$ cat src/rtl/rbv_pkg.sv
package rbv_pkg;

	localparam int unsigned POS_W = 33;

	// fixed header layout
	localparam logic [POS_W-1:0] HDR_BYTES    = 33'd52;
	localparam logic [POS_W-1:0] PREFIX_BYTES = 33'd12;
	localparam logic [POS_W-1:0] OFS_LENGTH   = 33'd8;
	localparam logic [POS_W-1:0] OFS_CRC      = 33'd12;
	localparam logic [POS_W-1:0] OFS_CRC_END  = 33'd16;
	localparam logic [POS_W-1:0] OFS_MAGIC    = 33'd20;
	localparam logic [POS_W-1:0] OFS_ATTR     = 33'd21;
	localparam logic [POS_W-1:0] OFS_DELTA    = 33'd22;
	localparam logic [POS_W-1:0] OFS_DELTA_END = 33'd26;
	localparam logic [POS_W-1:0] OFS_COUNT    = 33'd48;
	localparam logic [POS_W-1:0] POS_MAX      = '1;

	localparam logic [31:0] CRC_POLY = 32'h82F6_3B78;

	// configuration register indexes
	localparam logic [1:0] CFG_MAGIC      = 2'd0;
	localparam logic [1:0] CFG_COMP_MASK  = 2'd1;
	localparam logic [1:0] CFG_MAX_BYTES  = 2'd2;
	localparam logic [1:0] CFG_CRC_START  = 2'd3;

	// verdict codes
	localparam logic [3:0] FAIL_NONE      = 4'd0;
	localparam logic [3:0] FAIL_SHORT     = 4'd1;
	localparam logic [3:0] FAIL_MAGIC     = 4'd2;
	localparam logic [3:0] FAIL_RANGE     = 4'd3;
	localparam logic [3:0] FAIL_TRUNC     = 4'd4;
	localparam logic [3:0] FAIL_CRC       = 4'd5;
	localparam logic [3:0] FAIL_ZERO_RECS = 4'd6;
	localparam logic [3:0] FAIL_DELTA     = 4'd7;
	localparam logic [3:0] FAIL_COMPRESS  = 4'd8;
	localparam logic [3:0] FAIL_STRUCT    = 4'd9;

	// reflected CRC-32C, one byte
	function automatic logic [31:0] crc32c_byte(input logic [31:0] crc, input logic [7:0] b);
		logic [31:0] c;
		c = crc ^ {24'd0, b};
		for (int k = 0; k < 8; k++) begin
			c = c[0] ? ((c >> 1) ^ CRC_POLY) : (c >> 1);
		end
		return c;
	endfunction

endpackage

$ cat src/rtl/record_batch_validator_top.sv
// Record batch validator. Bytes of one framed batch enter one per item on the
// in channel, the final byte flagged by last; that byte yields one verdict on
// the out channel (batch_ok, fail_reason) and clears the stream state, while
// the configuration registers keep their values. A byte sits in the input
// register, then the CRC-32C byte step, the header capture, the record walker
// and, on the last byte, the verdict all update together, so a byte is taken
// in every cycle unless the input side stalls. The verdict waits in an output
// register; the input side stalls only when a last byte finds that register
// still full. The user must write configuration through cfg_we, cfg_index and
// cfg_data only while the block is idle; the block does not enforce it.
module record_batch_validator_top (
	input  logic        clk,
	input  logic        arst_n,
	input  logic        in_valid,
	output logic        in_ready,
	input  logic [7:0]  data_byte,
	input  logic        last,
	output logic        out_valid,
	input  logic        out_ready,
	output logic        batch_ok,
	output logic [3:0]  fail_reason,
	input  logic        cfg_we,
	input  logic [1:0]  cfg_index,
	input  logic [32:0] cfg_data
);

	// configuration
	logic [7:0]  magic_q;
	logic [7:0]  comp_mask_q;
	logic [32:0] max_bytes_q;
	logic [5:0]  crc_start_q;

	// input register
	logic        valid_s1;
	logic [7:0]  byte_s1;
	logic        last_s1;

	// stream state
	logic [32:0] pos_q;
	logic [31:0] len_field_q, crc_field_q, delta_q, count_q;
	logic [7:0]  hdr_magic_q, attr_q;
	logic [31:0] crc_q, seen_q, acc_q, remain_q;
	logic [2:0]  idx_q;
	logic        bad_q;

	// output register
	logic        out_valid_q;
	logic        ok_q;
	logic [3:0]  reason_q;

	logic        go;

	assign go        = valid_s1 && (!last_s1 || !out_valid_q || out_ready);
	assign in_ready  = !valid_s1 || go;
	assign out_valid = out_valid_q;
	assign batch_ok  = ok_q;
	assign fail_reason = reason_q;

	// write configuration
	always_ff @(posedge clk or negedge arst_n) begin
		if (!arst_n) begin
			magic_q     <= 8'd0;
			comp_mask_q <= 8'd7;
			max_bytes_q <= 33'd1048576;
			crc_start_q <= 6'd16;
		end else if (cfg_we) begin
			case (cfg_index)
				rbv_pkg::CFG_MAGIC:     magic_q     <= cfg_data[7:0];
				rbv_pkg::CFG_COMP_MASK: comp_mask_q <= cfg_data[7:0];
				rbv_pkg::CFG_MAX_BYTES: max_bytes_q <= cfg_data;
				rbv_pkg::CFG_CRC_START: crc_start_q <= cfg_data[5:0];
				default: ;
			endcase
		end
	end

	// hold the accepted item
	always_ff @(posedge clk or negedge arst_n) begin
		if (!arst_n) begin
			valid_s1 <= 1'b0;
		end else if (in_ready) begin
			valid_s1 <= in_valid;
		end
	end

	always_ff @(posedge clk) begin
		if (in_ready && in_valid) begin
			byte_s1 <= data_byte;
			last_s1 <= last;
		end
	end

	// next stream state
	logic [32:0] total_q;
	logic [32:0] pos_n;
	logic [31:0] len_field_n, crc_field_n, delta_n, count_n;
	logic [7:0]  hdr_magic_n, attr_n;
	logic [31:0] crc_n, seen_n, acc_n, remain_n, acc_v;
	logic [2:0]  idx_n;
	logic        bad_n;
	logic        do_crc, do_walk;
	logic [1:0]  lane, delta_lane;

	assign total_q    = {1'b0, len_field_q} + rbv_pkg::PREFIX_BYTES;
	assign lane       = pos_q[1:0];
	assign delta_lane = pos_q[1:0] - 2'd2;
	assign do_crc     = (pos_q >= {27'd0, crc_start_q}) &&
		((pos_q < rbv_pkg::PREFIX_BYTES) || (pos_q < total_q));
	assign do_walk    = (pos_q >= rbv_pkg::HDR_BYTES) && (pos_q < total_q);

	always_comb begin
		pos_n       = (pos_q != rbv_pkg::POS_MAX) ? pos_q + 33'd1 : pos_q;
		len_field_n = len_field_q;
		crc_field_n = crc_field_q;
		delta_n     = delta_q;
		count_n     = count_q;
		hdr_magic_n = hdr_magic_q;
		attr_n      = attr_q;

		// capture header fields
		if (pos_q >= rbv_pkg::OFS_LENGTH && pos_q < rbv_pkg::OFS_CRC) begin
			len_field_n[{lane, 3'b000} +: 8] = byte_s1;
		end else if (pos_q >= rbv_pkg::OFS_CRC && pos_q < rbv_pkg::OFS_CRC_END) begin
			crc_field_n[{lane, 3'b000} +: 8] = byte_s1;
		end else if (pos_q == rbv_pkg::OFS_MAGIC) begin
			hdr_magic_n = byte_s1;
		end else if (pos_q == rbv_pkg::OFS_ATTR) begin
			attr_n = byte_s1;
		end else if (pos_q >= rbv_pkg::OFS_DELTA && pos_q < rbv_pkg::OFS_DELTA_END) begin
			delta_n[{delta_lane, 3'b000} +: 8] = byte_s1;
		end else if (pos_q >= rbv_pkg::OFS_COUNT && pos_q < rbv_pkg::HDR_BYTES) begin
			count_n[{lane, 3'b000} +: 8] = byte_s1;
		end

		crc_n = do_crc ? rbv_pkg::crc32c_byte(crc_q, byte_s1) : crc_q;

		// walk length-prefixed records
		bad_n    = bad_q;
		remain_n = remain_q;
		seen_n   = seen_q;
		acc_n    = acc_q;
		idx_n    = idx_q;
		acc_v    = acc_q | ({24'd0, byte_s1} << {idx_q[1:0], 3'b000});
		if (do_walk && !bad_q) begin
			if (remain_q != 32'd0) begin
				remain_n = remain_q - 32'd1;
				if (remain_q == 32'd1) begin
					seen_n = seen_q + 32'd1;
				end
			end else if (seen_q == count_q) begin
				bad_n = 1'b1;
			end else if (idx_q >= 3'd3) begin
				idx_n = 3'd0;
				acc_n = 32'd0;
				if (acc_v == 32'd0) begin
					seen_n = seen_q + 32'd1;
				end else begin
					remain_n = acc_v;
				end
			end else begin
				idx_n = idx_q + 3'd1;
				acc_n = acc_v;
			end
		end
	end

	// verdict on the updated state
	logic [32:0] total_n;
	logic [3:0]  reason_n;

	assign total_n = {1'b0, len_field_n} + rbv_pkg::PREFIX_BYTES;

	always_comb begin
		if (pos_n < rbv_pkg::HDR_BYTES) begin
			reason_n = rbv_pkg::FAIL_SHORT;
		end else if (hdr_magic_n != magic_q) begin
			reason_n = rbv_pkg::FAIL_MAGIC;
		end else if (total_n < rbv_pkg::HDR_BYTES || total_n > max_bytes_q) begin
			reason_n = rbv_pkg::FAIL_RANGE;
		end else if (pos_n < total_n) begin
			reason_n = rbv_pkg::FAIL_TRUNC;
		end else if (~crc_n != crc_field_n) begin
			reason_n = rbv_pkg::FAIL_CRC;
		end else if (count_n == 32'd0) begin
			reason_n = rbv_pkg::FAIL_ZERO_RECS;
		end else if (delta_n != count_n - 32'd1) begin
			reason_n = rbv_pkg::FAIL_DELTA;
		end else if ((attr_n & comp_mask_q) != 8'd0) begin
			reason_n = rbv_pkg::FAIL_COMPRESS;
		end else if (bad_n || seen_n != count_n || remain_n != 32'd0 || idx_n != 3'd0) begin
			reason_n = rbv_pkg::FAIL_STRUCT;
		end else begin
			reason_n = rbv_pkg::FAIL_NONE;
		end
	end

	// advance stream state; clear it after the last byte
	always_ff @(posedge clk or negedge arst_n) begin
		if (!arst_n) begin
			pos_q       <= '0;
			len_field_q <= '0;
			crc_field_q <= '0;
			delta_q     <= '0;
			count_q     <= '0;
			hdr_magic_q <= '0;
			attr_q      <= '0;
			crc_q       <= '1;
			seen_q      <= '0;
			acc_q       <= '0;
			remain_q    <= '0;
			idx_q       <= '0;
			bad_q       <= 1'b0;
		end else if (go) begin
			if (last_s1) begin
				pos_q       <= '0;
				len_field_q <= '0;
				crc_field_q <= '0;
				delta_q     <= '0;
				count_q     <= '0;
				hdr_magic_q <= '0;
				attr_q      <= '0;
				crc_q       <= '1;
				seen_q      <= '0;
				acc_q       <= '0;
				remain_q    <= '0;
				idx_q       <= '0;
				bad_q       <= 1'b0;
			end else begin
				pos_q       <= pos_n;
				len_field_q <= len_field_n;
				crc_field_q <= crc_field_n;
				delta_q     <= delta_n;
				count_q     <= count_n;
				hdr_magic_q <= hdr_magic_n;
				attr_q      <= attr_n;
				crc_q       <= crc_n;
				seen_q      <= seen_n;
				acc_q       <= acc_n;
				remain_q    <= remain_n;
				idx_q       <= idx_n;
				bad_q       <= bad_n;
			end
		end
	end

	// load the verdict; drop it once taken
	always_ff @(posedge clk or negedge arst_n) begin
		if (!arst_n) begin
			out_valid_q <= 1'b0;
		end else if (go && last_s1) begin
			out_valid_q <= 1'b1;
		end else if (out_ready) begin
			out_valid_q <= 1'b0;
		end
	end

	always_ff @(posedge clk) begin
		if (go && last_s1) begin
			ok_q     <= (reason_n == rbv_pkg::FAIL_NONE);
			reason_q <= reason_n;
		end
	end

`ifndef SYNTH
	a_ok_means_no_reason: assert property (@(posedge clk) disable iff (!arst_n)
		out_valid_q && ok_q |-> reason_q == rbv_pkg::FAIL_NONE)
		else $error("pass verdict carries a fail reason");

	a_last_clears_stream: assert property (@(posedge clk) disable iff (!arst_n)
		go && last_s1 |=> pos_q == '0 && crc_q == '1 && !bad_q && idx_q == 3'd0)
		else $error("stream state not cleared after last byte");

	a_last_gives_verdict: assert property (@(posedge clk) disable iff (!arst_n)
		go && last_s1 |=> out_valid_q)
		else $error("last byte produced no verdict");

	a_byte_counts: assert property (@(posedge clk) disable iff (!arst_n)
		go && !last_s1 |=> pos_q != '0)
		else $error("byte position did not advance");

	a_stall_on_full_output: assert property (@(posedge clk) disable iff (!arst_n)
		valid_s1 && last_s1 && out_valid_q && !out_ready |-> !in_ready)
		else $error("last byte retired over an unread verdict");
`endif

endmodule

$ cat config.mk
export PLATFORM = sky130hd
export DESIGN_NAME = record_batch_validator_top
export DESIGN_NICKNAME = d
export VERILOG_FILES = /design/src/rtl/rbv_pkg.sv /design/src/rtl/record_batch_validator_top.sv
export SDC_FILE = /design/constraint.sdc
export NUM_CORES = 1
export LEC_CHECK = 0
export BUFFER_PORTS_ARGS = -buffer_cell sky130_fd_sc_hd__buf_4
export CORE_AREA = 10 10 272 274
export CTS_BUF_LIST = sky130_fd_sc_hd__clkbuf_16
export CTS_CLUSTER_SIZE = 12
export DETAILED_ROUTE_END_ITERATION = 10
export DIE_AREA = 0 0 282 284
export GPL_TIMING_DRIVEN = 0
export SLEW_MARGIN = 5
export SYNTH_ARGS = -nofsm -noshare
export SYNTH_HDL_FRONTEND = slang
export SYNTH_SLANG_ARGS = --single-unit
$ cat constraint.sdc
create_clock -name clk -period 7.2 [get_ports clk]
set_clock_uncertainty 0.2 [all_clocks]
set_input_delay 0.36 -clock clk [delete_from_list [all_inputs] [get_ports clk]]
set_output_delay 0.36 -clock clk [all_outputs]
set_load 0.02 [all_outputs]
==> results of run 1 <==
metrics by stage:
step	std cells	TNS (ns)	power, uW	utilization	setup WS (ns)
2_1_floorplan	3435	0	3841	-	1.036
3_3_place_gp	4372	-13.95	4530	0.4486	-2.051
3_5_place_dp	4377	-5.958	4537	0.4503	-1.285
4_1_cts	4516	0	7022	0.4823	0.01431
5_1_grt	4524	0	7322	0.4873	0.004599
6_report	4525	0	7072	0.4874	0.2733
Yosys cell counts, types with 9 or more instances:
library cell and count:
a21oi_1 202, a21o_1 33, o22a_1 21, edfxtp_1 14
xor2_1 121, or4_1 23, nor2_1 251, o211ai_1 16
nand2b_1 24, o22ai_1 16, nand4_1 76, mux2_2 79
o21ai_1 14, o41ai_1 12, ha_1 117, xnor2_1 218
nor4_4 9, nor2b_1 22, a31oi_1 38, and4_1 22
dfrtp_1 329, a211oi_1 15, mux2i_1 101, inv_1 120
a22o_1 75, or3_1 23, nor3_1 85, nand3_1 106
nor3b_1 9, buf_2 16, o21a_1 12, nor4_1 64
nand2_1 374, buf_1 10, o31ai_1 35, and3_1 36
and2_1 45, a21boi_0 15, dfstp_2 37, o21ai_0 269
clkbuf_1 172
worst paths after layout:
check / start / end / slack (ns) / depth (start not counted)
worst max-delay path: len_field_q[2] / batch_ok / 0.27 / 28
worst min-delay path: cfg_index[1] / magic_q[4] / 0.07 / 3
worst max register to register: len_field_q[2] / batch_ok / 0.27 / 28
worst min register to register: crc_field_q[4] / crc_field_q[4] / 0.28 / 2
max in group asynchronous: arst_n / crc_q[13] / 5.11 / 4
min in group asynchronous: arst_n / remain_q[26] / 0.17 / 2
layout by cell type, fill, tap and decap left out, drive strengths merged, types with 14 or more instances in the layout:
cell	count
a211oi	16
a21boi	15
a21o	34
a21oi	202
a22o	76
a31oi	39
and2	50
and3	38
and4	23
buf	116
clkbuf	208
clkinv	23
dfrtp	329
dfstp	37
dlygate4sd3	45
edfxtp	14
ha	117
inv	133
mux2	81
mux2i	101
nand2	375
nand2b	24
nand3	106
nand4	79
nor2	251
nor2b	22
nor3	90
nor4	76
o211ai	16
o21ai	283
o22a	21
o22ai	17
o31ai	36
or3	23
or4	23
xnor2	219
xor2	121
area by class of cell:
type / count / area (sq um)
Fill cell: 6726 / 35040
Antenna cell: 1 / 2.502
Inverter: 121 / 456.7
Tap cell: 882 / 1104
Multi-Input combinational cell: 2731 / 18650
Buffer: 196 / 827.0
Clock buffer: 48 / 1201
Sequential cell: 380 / 9627
Clock inverter: 41 / 322.8
Timing Repair Buffer: 125 / 1122
flip-flops by register name (all words and copies together), names as in the netlist, 8 cells and up:
name and count:
acc_q 32, attr_q 8, byte_s1 8, comp_mask_q 8, count_q 32, crc_field_q 32, crc_q 32, delta_q 32
hdr_magic_q 8, len_field_q 32, magic_q 8, max_bytes_q 33, pos_q 33, remain_q 32, seen_q 32
layer usage:
| layer | part of all wire | wire length [microns] | global-route usage | up-vias |
|---|---|---|---|---|
| met4 | 0.075 | 9694 | 0.1966 | 2 |
| met5 | 0.00010 | 13 | 0 | - |
| met1 | 0.40 | 51580 | 0.4106 | 14010 |
| li1 | - | - | - | 12770 |
| met3 | 0.094 | 12100 | 0.06182 | 428 |
| met2 | 0.43 | 55810 | 0.4714 | 1661 |
critical path: cells and delay by family (launching register included):
| kind | cells | cell delay (ns) |
|---|---|---|
| AND/OR/NAND/NOR | 15 | 2.98 |
| adder cells (fa/ha/maj) | 2 | 0.55 |
| buffers and inverters | 5 | 1.03 |
| flip-flops | 1 | 0.45 |
| XOR/XNOR | 1 | 0.16 |
| AO/OA/AOI/OAI | 5 | 1.35 |
power groups by stage:
stage,registers (uW),clock network (uW),logic (uW)
floorplan,2410,0,1430
finish,2420,2420,2240
global placement,2440,0,2090
CTS,2410,2450,2170
global route,2430,2520,2370
detailed placement,2450,0,2090
kinds of logic after synthesis:
| family | count (synthesis) |
|---|---|
| DFF | 380 |
| and+or+nand+nor | 1235 |
| buffers and inverters | 324 |
| xor gates and xnor gates | 345 |
| AOI/OAI and AO/OA | 852 |
| muxes | 182 |
| adders and majority gates | 117 |
timing repair:
action | CTS | global route
hold endpoints to repair | 154 | 0
resized for setup | 50 | 75
buffers inserted | 7 | 13
pin swaps | 2 | 8
endpoints found under the setup margin | 5 | 5
hold buffers | 45 | 0
==> impl_metrics.toml, run 1 <==
[sta]
slew_headroom = 0.009660
rsz0062_at_grt = "false"
hold_slack_ns = 0.07211
max_slew.worst_pin.slew_ns = 1.486
fmax_mhz = 144.4
finalSetupViolCount = 0
slew_violations = 0
period_minus_slack_ns = 6.927
finalCritPeriodShare = 0.9620
finalHoldViolCount = 0

[place]
io_buffer_count = 55
place_area_sq_mm = 0.03078
hpwl_mm = 97.47
gp_congestion = 1.037

[route]
vias = 28870
wl_mm = 129.2
dr.pass1.iters = 7
ant_nets = 0
wl_per_cell_microns = 28.55
vias_per_cell = 6.380
drc = 0
drtIter0Drc = 3680

[yosys]
synth_top_family_by_area = "simple AND/OR/NAND/NOR gates"
synth_flop_cell = "dfrtp_1"
async_flop_share = 0.9632
synth-warning-count = 0
ys_seq_area_frac = 0.3303
avgSynthCellArea_sq_um = 8.483
syn_area_sq_mm = 0.02914
synthMuxAreaShare = 0.06625
synth.distinct_cells = 97
ys_ff_latch = 380
synthXorXnorAreaFrac = 0.1064
synth-compound-area-share = 0.1846
yosys.area.top_type_share = 0.2825
synthAdderAreaFrac = 0.05024
netlist_instances = 3435
synthTopCellsByArea = "dfrtp_1 (28%), xnor2_1 (6.6%), ha_1 (5.0%)"
yosysTopAreaCell = "dfrtp_1"
synth_fp_nets = 3601
synth-edff-count = 14
yosys.area_share.simple = 0.2188

[worst_setup_path]
cp.required_ns = 7.46
cp-end-kind = "flop"
critPathKind = "reg -> reg"
cp.arrival_ns = 7.19
critical_path.max_stage_delay_ns = 0.45
crit_slowest_cell = "dfrtp_1"
start_kind = "flop"
worstPathMaxFanout = 10
cpMostUsedCell = "nand2_1"

[clock_network]
clockBufferDepth = 3
cts_num_sinks = 380
cts_buffers = 48
ctsHtreeMaxLevel = 2
clockRootBuffer = "clkbuf_16"
insertion_delay_ns = 0.63
path_clk_slew_ns = 0.06
cts_tree = "yes"

[power]
power.density_mw_per_mm2 = 212.3
seqPwrFrac = 0.342
intPower_uw = 4510
ir_drop_mv = 0.1821
p_comb_frac = 0.316
p_clk_frac = 0.342
sw_frac_of_total = 0.3623
leakage_uw = 0.01396
p_switching_uw = 2562

[floorplanning]
die_x_microns = 282
design.core.area_sq_mm = 0.06835
rows = 96
num_io_pins = 56
fp.dieH_microns = 284
start_util = 0.4264
dieArea_sq_mm = 0.08009

[finish]
fin_nets = 3769
fin_area_sq_mm = 0.03331
syn_to_final_growth_pct = 14.31
drive_gt1_frac = 0.1150

[status]
status = "finished with violations"
failed_checks = "max-capacitance violations"

[global_route]
grt_pass1_vias = 27260
grt_usage = 0.3149
grt_start_max_net_pins = 101
antenna_found_initial = 3
gr-total-overflow = 0
grt_first_pass_wirelength_mm = 187.7

[flow_run]
maxCapViolations = 1

[worst_hold_path]
hp-class = "in -> reg"
No activity file was read; power rests on OpenSTA's default activity.
==> run 2, diff against run 1 <==
- CORE_AREA: 10 10 272 274 -> 2 2 264 266
- DIE_AREA: 0 0 282 284 -> 0 0 266 268
- RECOVER_POWER: unset -> 50
==> run 2 against run 1 <==
The run ends with max-capacitance violations, max-slew violations left. Global-route usage grew 3.9 points. First-iteration DRC count grew 1.4%. Setup slack lost 0.20 ns. Critical path type unchanged. Critical endpoint unchanged. Largest cell class unchanged.
==> impl_metrics.toml, run 2 (same netlist as run 1, synthesis figures left out) <==
[flow_run]
maxCapViolations = 1

[place]
io_buffer_count = 55
gp_congestion = 1.068
place_area_sq_mm = 0.03078
hpwl_mm = 94.44

[finish]
fin_area_sq_mm = 0.03320
final_cell_mix = "nand2_1 (371), dfrtp_1 (327), o21ai_0 (268)"
syn_to_final_growth_pct = 13.92
final_util = 0.4866
reg.largest.list = "max_bytes_q x33, pos_q x33"
drive_gt1_frac = 0.1078
final_common_cell = "nand2_1"
n_antenna_cell = 0
fin_nets = 3765

[sta]
fin_tns_setup_ns = 0
max_slew.worst_pin.slew_ns = 5.581
fmax_mhz = 140.3
period_minus_slack_ns = 7.125
finalHoldViolCount = 0
slew_headroom = -2.721
slew_violations = 90
finalSetupViolCount = 0
finalCritPeriodShare = 0.9896
hold_slack_ns = 0.1293

[global_route]
gr-total-overflow = 0
grt_pass1_vias = 27620
grt_first_pass_wirelength_mm = 186.1
grt_start_max_net_pins = 107
grt_usage = 0.3538
antenna_found_initial = 3

[clock_network]
cts_num_sinks = 380
clockBufferDepth = 3
path_clk_slew_ns = 0.06
clockRootBuffer = "clkbuf_16"
cts_tree = "yes"
ctsHtreeMaxLevel = 2
cts_buffers = 48
insertion_delay_ns = 0.64

[status]
status = "finished with violations"
failed_checks = "max-capacitance violations, max-slew violations"

[route]
vias_per_cell = 6.393
ant_nets = 0
dr.pass1.iters = 6
wl_per_cell_microns = 28.13
drtIter0Drc = 3731
wl_mm = 127.1
drc = 0
vias = 28900

[worst_setup_path]
start_kind = "flop"
critPathKind = "reg -> reg"
cp-end-kind = "flop"
r2r_slack_ns = 0.07
worstPathMaxFanout = 11
cp.required_ns = 7.47
cp.arrival_ns = 7.40

[floorplanning]
fp.dieH_microns = 268
design.core.area_sq_mm = 0.06823
dieArea_sq_mm = 0.07129
rows = 96
die_x_microns = 266
start_util = 0.4271
num_io_pins = 56

[power]
power.density_mw_per_mm2 = 215.5
power_uw = 7155
ir_drop_mv = 0.1681
leakage_uw = 0.01384

[worst_hold_path]
hp-class = "in -> reg"
==> run 2: cell count changes in the layout (fill, tap and decap cells not counted), moves of 3 or more <==
cell | previous run | this run
clkbuf_4 | 6 | 14
nor2_4 | 4 | 1
buf_4 | 78 | 46
o31ai_2 | 5 | 2
clkinvlp_4 | 2 | 6
nor4_2 | 7 | 11
o31ai_1 | 31 | 34
clkbuf_1 | 146 | 166
==> run 2: per-stage QoR <==
stage	setup WS, ns	instances
global route	-0.02518	4520
CTS	0.0002416	4516
detailed placement	-1.221	4377
floorplan	1.036	3435
global placement	-1.839	4372
finish	0.07459	4520
==> run 2: layout make-up <==
cell class                 count  area [sq um]
fill                        6764         35030
multi-input combinational   2731         18590
sequential                   380          9628
clock buffer                  48          1201
tap                          882          1104
timing repair buffer         119          1012
buffer                       198         827.0
inverter                     121         456.7
clock inverter                41         379.1
==> run 2: power breakdown <==
| group | switching [uW] | internal (uW) | total [uW] |
|---|---|---|---|
| logic | 1390 | 843 | 2230 |
| clock network | 1080 | 1430 | 2510 |
| registers | 111 | 2300 | 2410 |
==> run 2: critical path, stage by stage (launching register included) <==
cell and delay [ns]:
dfrtp_1 0.55, inv_1 0.26, ha_1 0.19, clkbuf_1 0.49
nand3_1 0.43, nor4_2 0.68, mux2i_1 0.94, nand4_2 0.43
or4b_1 0.62, nor2_1 0.12, nor3_1 0.09, or4_1 0.54
or4_1 0.72, o21ai_0 0.31, a31oi_1 0.18, a211oi_2 0.21
==> run 2: final timing paths <==
| kind | startpoint | end | cells after the start |
|---|---|---|---|
| hold / removal | cfg_we | crc_start_q[0] | 3 |
| max in group asynchronous | arst_n | seen_q[19] | 2 |
| setup / recovery | pos_q[1] | batch_ok | 15 |
| min in group asynchronous | arst_n | remain_q[17] | 2 |
| hold reg to reg | crc_field_q[3] | crc_field_q[3] | 2 |
| setup reg to reg | pos_q[1] | batch_ok | 15 |
==> run 2: per-layer routing <==
layer	GRT usage	wire length [microns]	vias to the layer above
met3	0.07523	13300	492
met1	0.4620	50170	13880
li1	-	-	12760
met4	0.2470	10660	4
met5	0	22	-
met2	0.5234	52990	1768
==> run 2: what timing repair did <==
| action | CTS | global route |
|---|---|---|
| setup buffers | 6 | 7 |
| hold buffers | 46 | 0 |
| endpoints found under the hold margin | 151 | 0 |
| resized for setup | 49 | 55 |
| setup endpoints to repair | 5 | 5 |
| pin swaps | 2 | 7 |
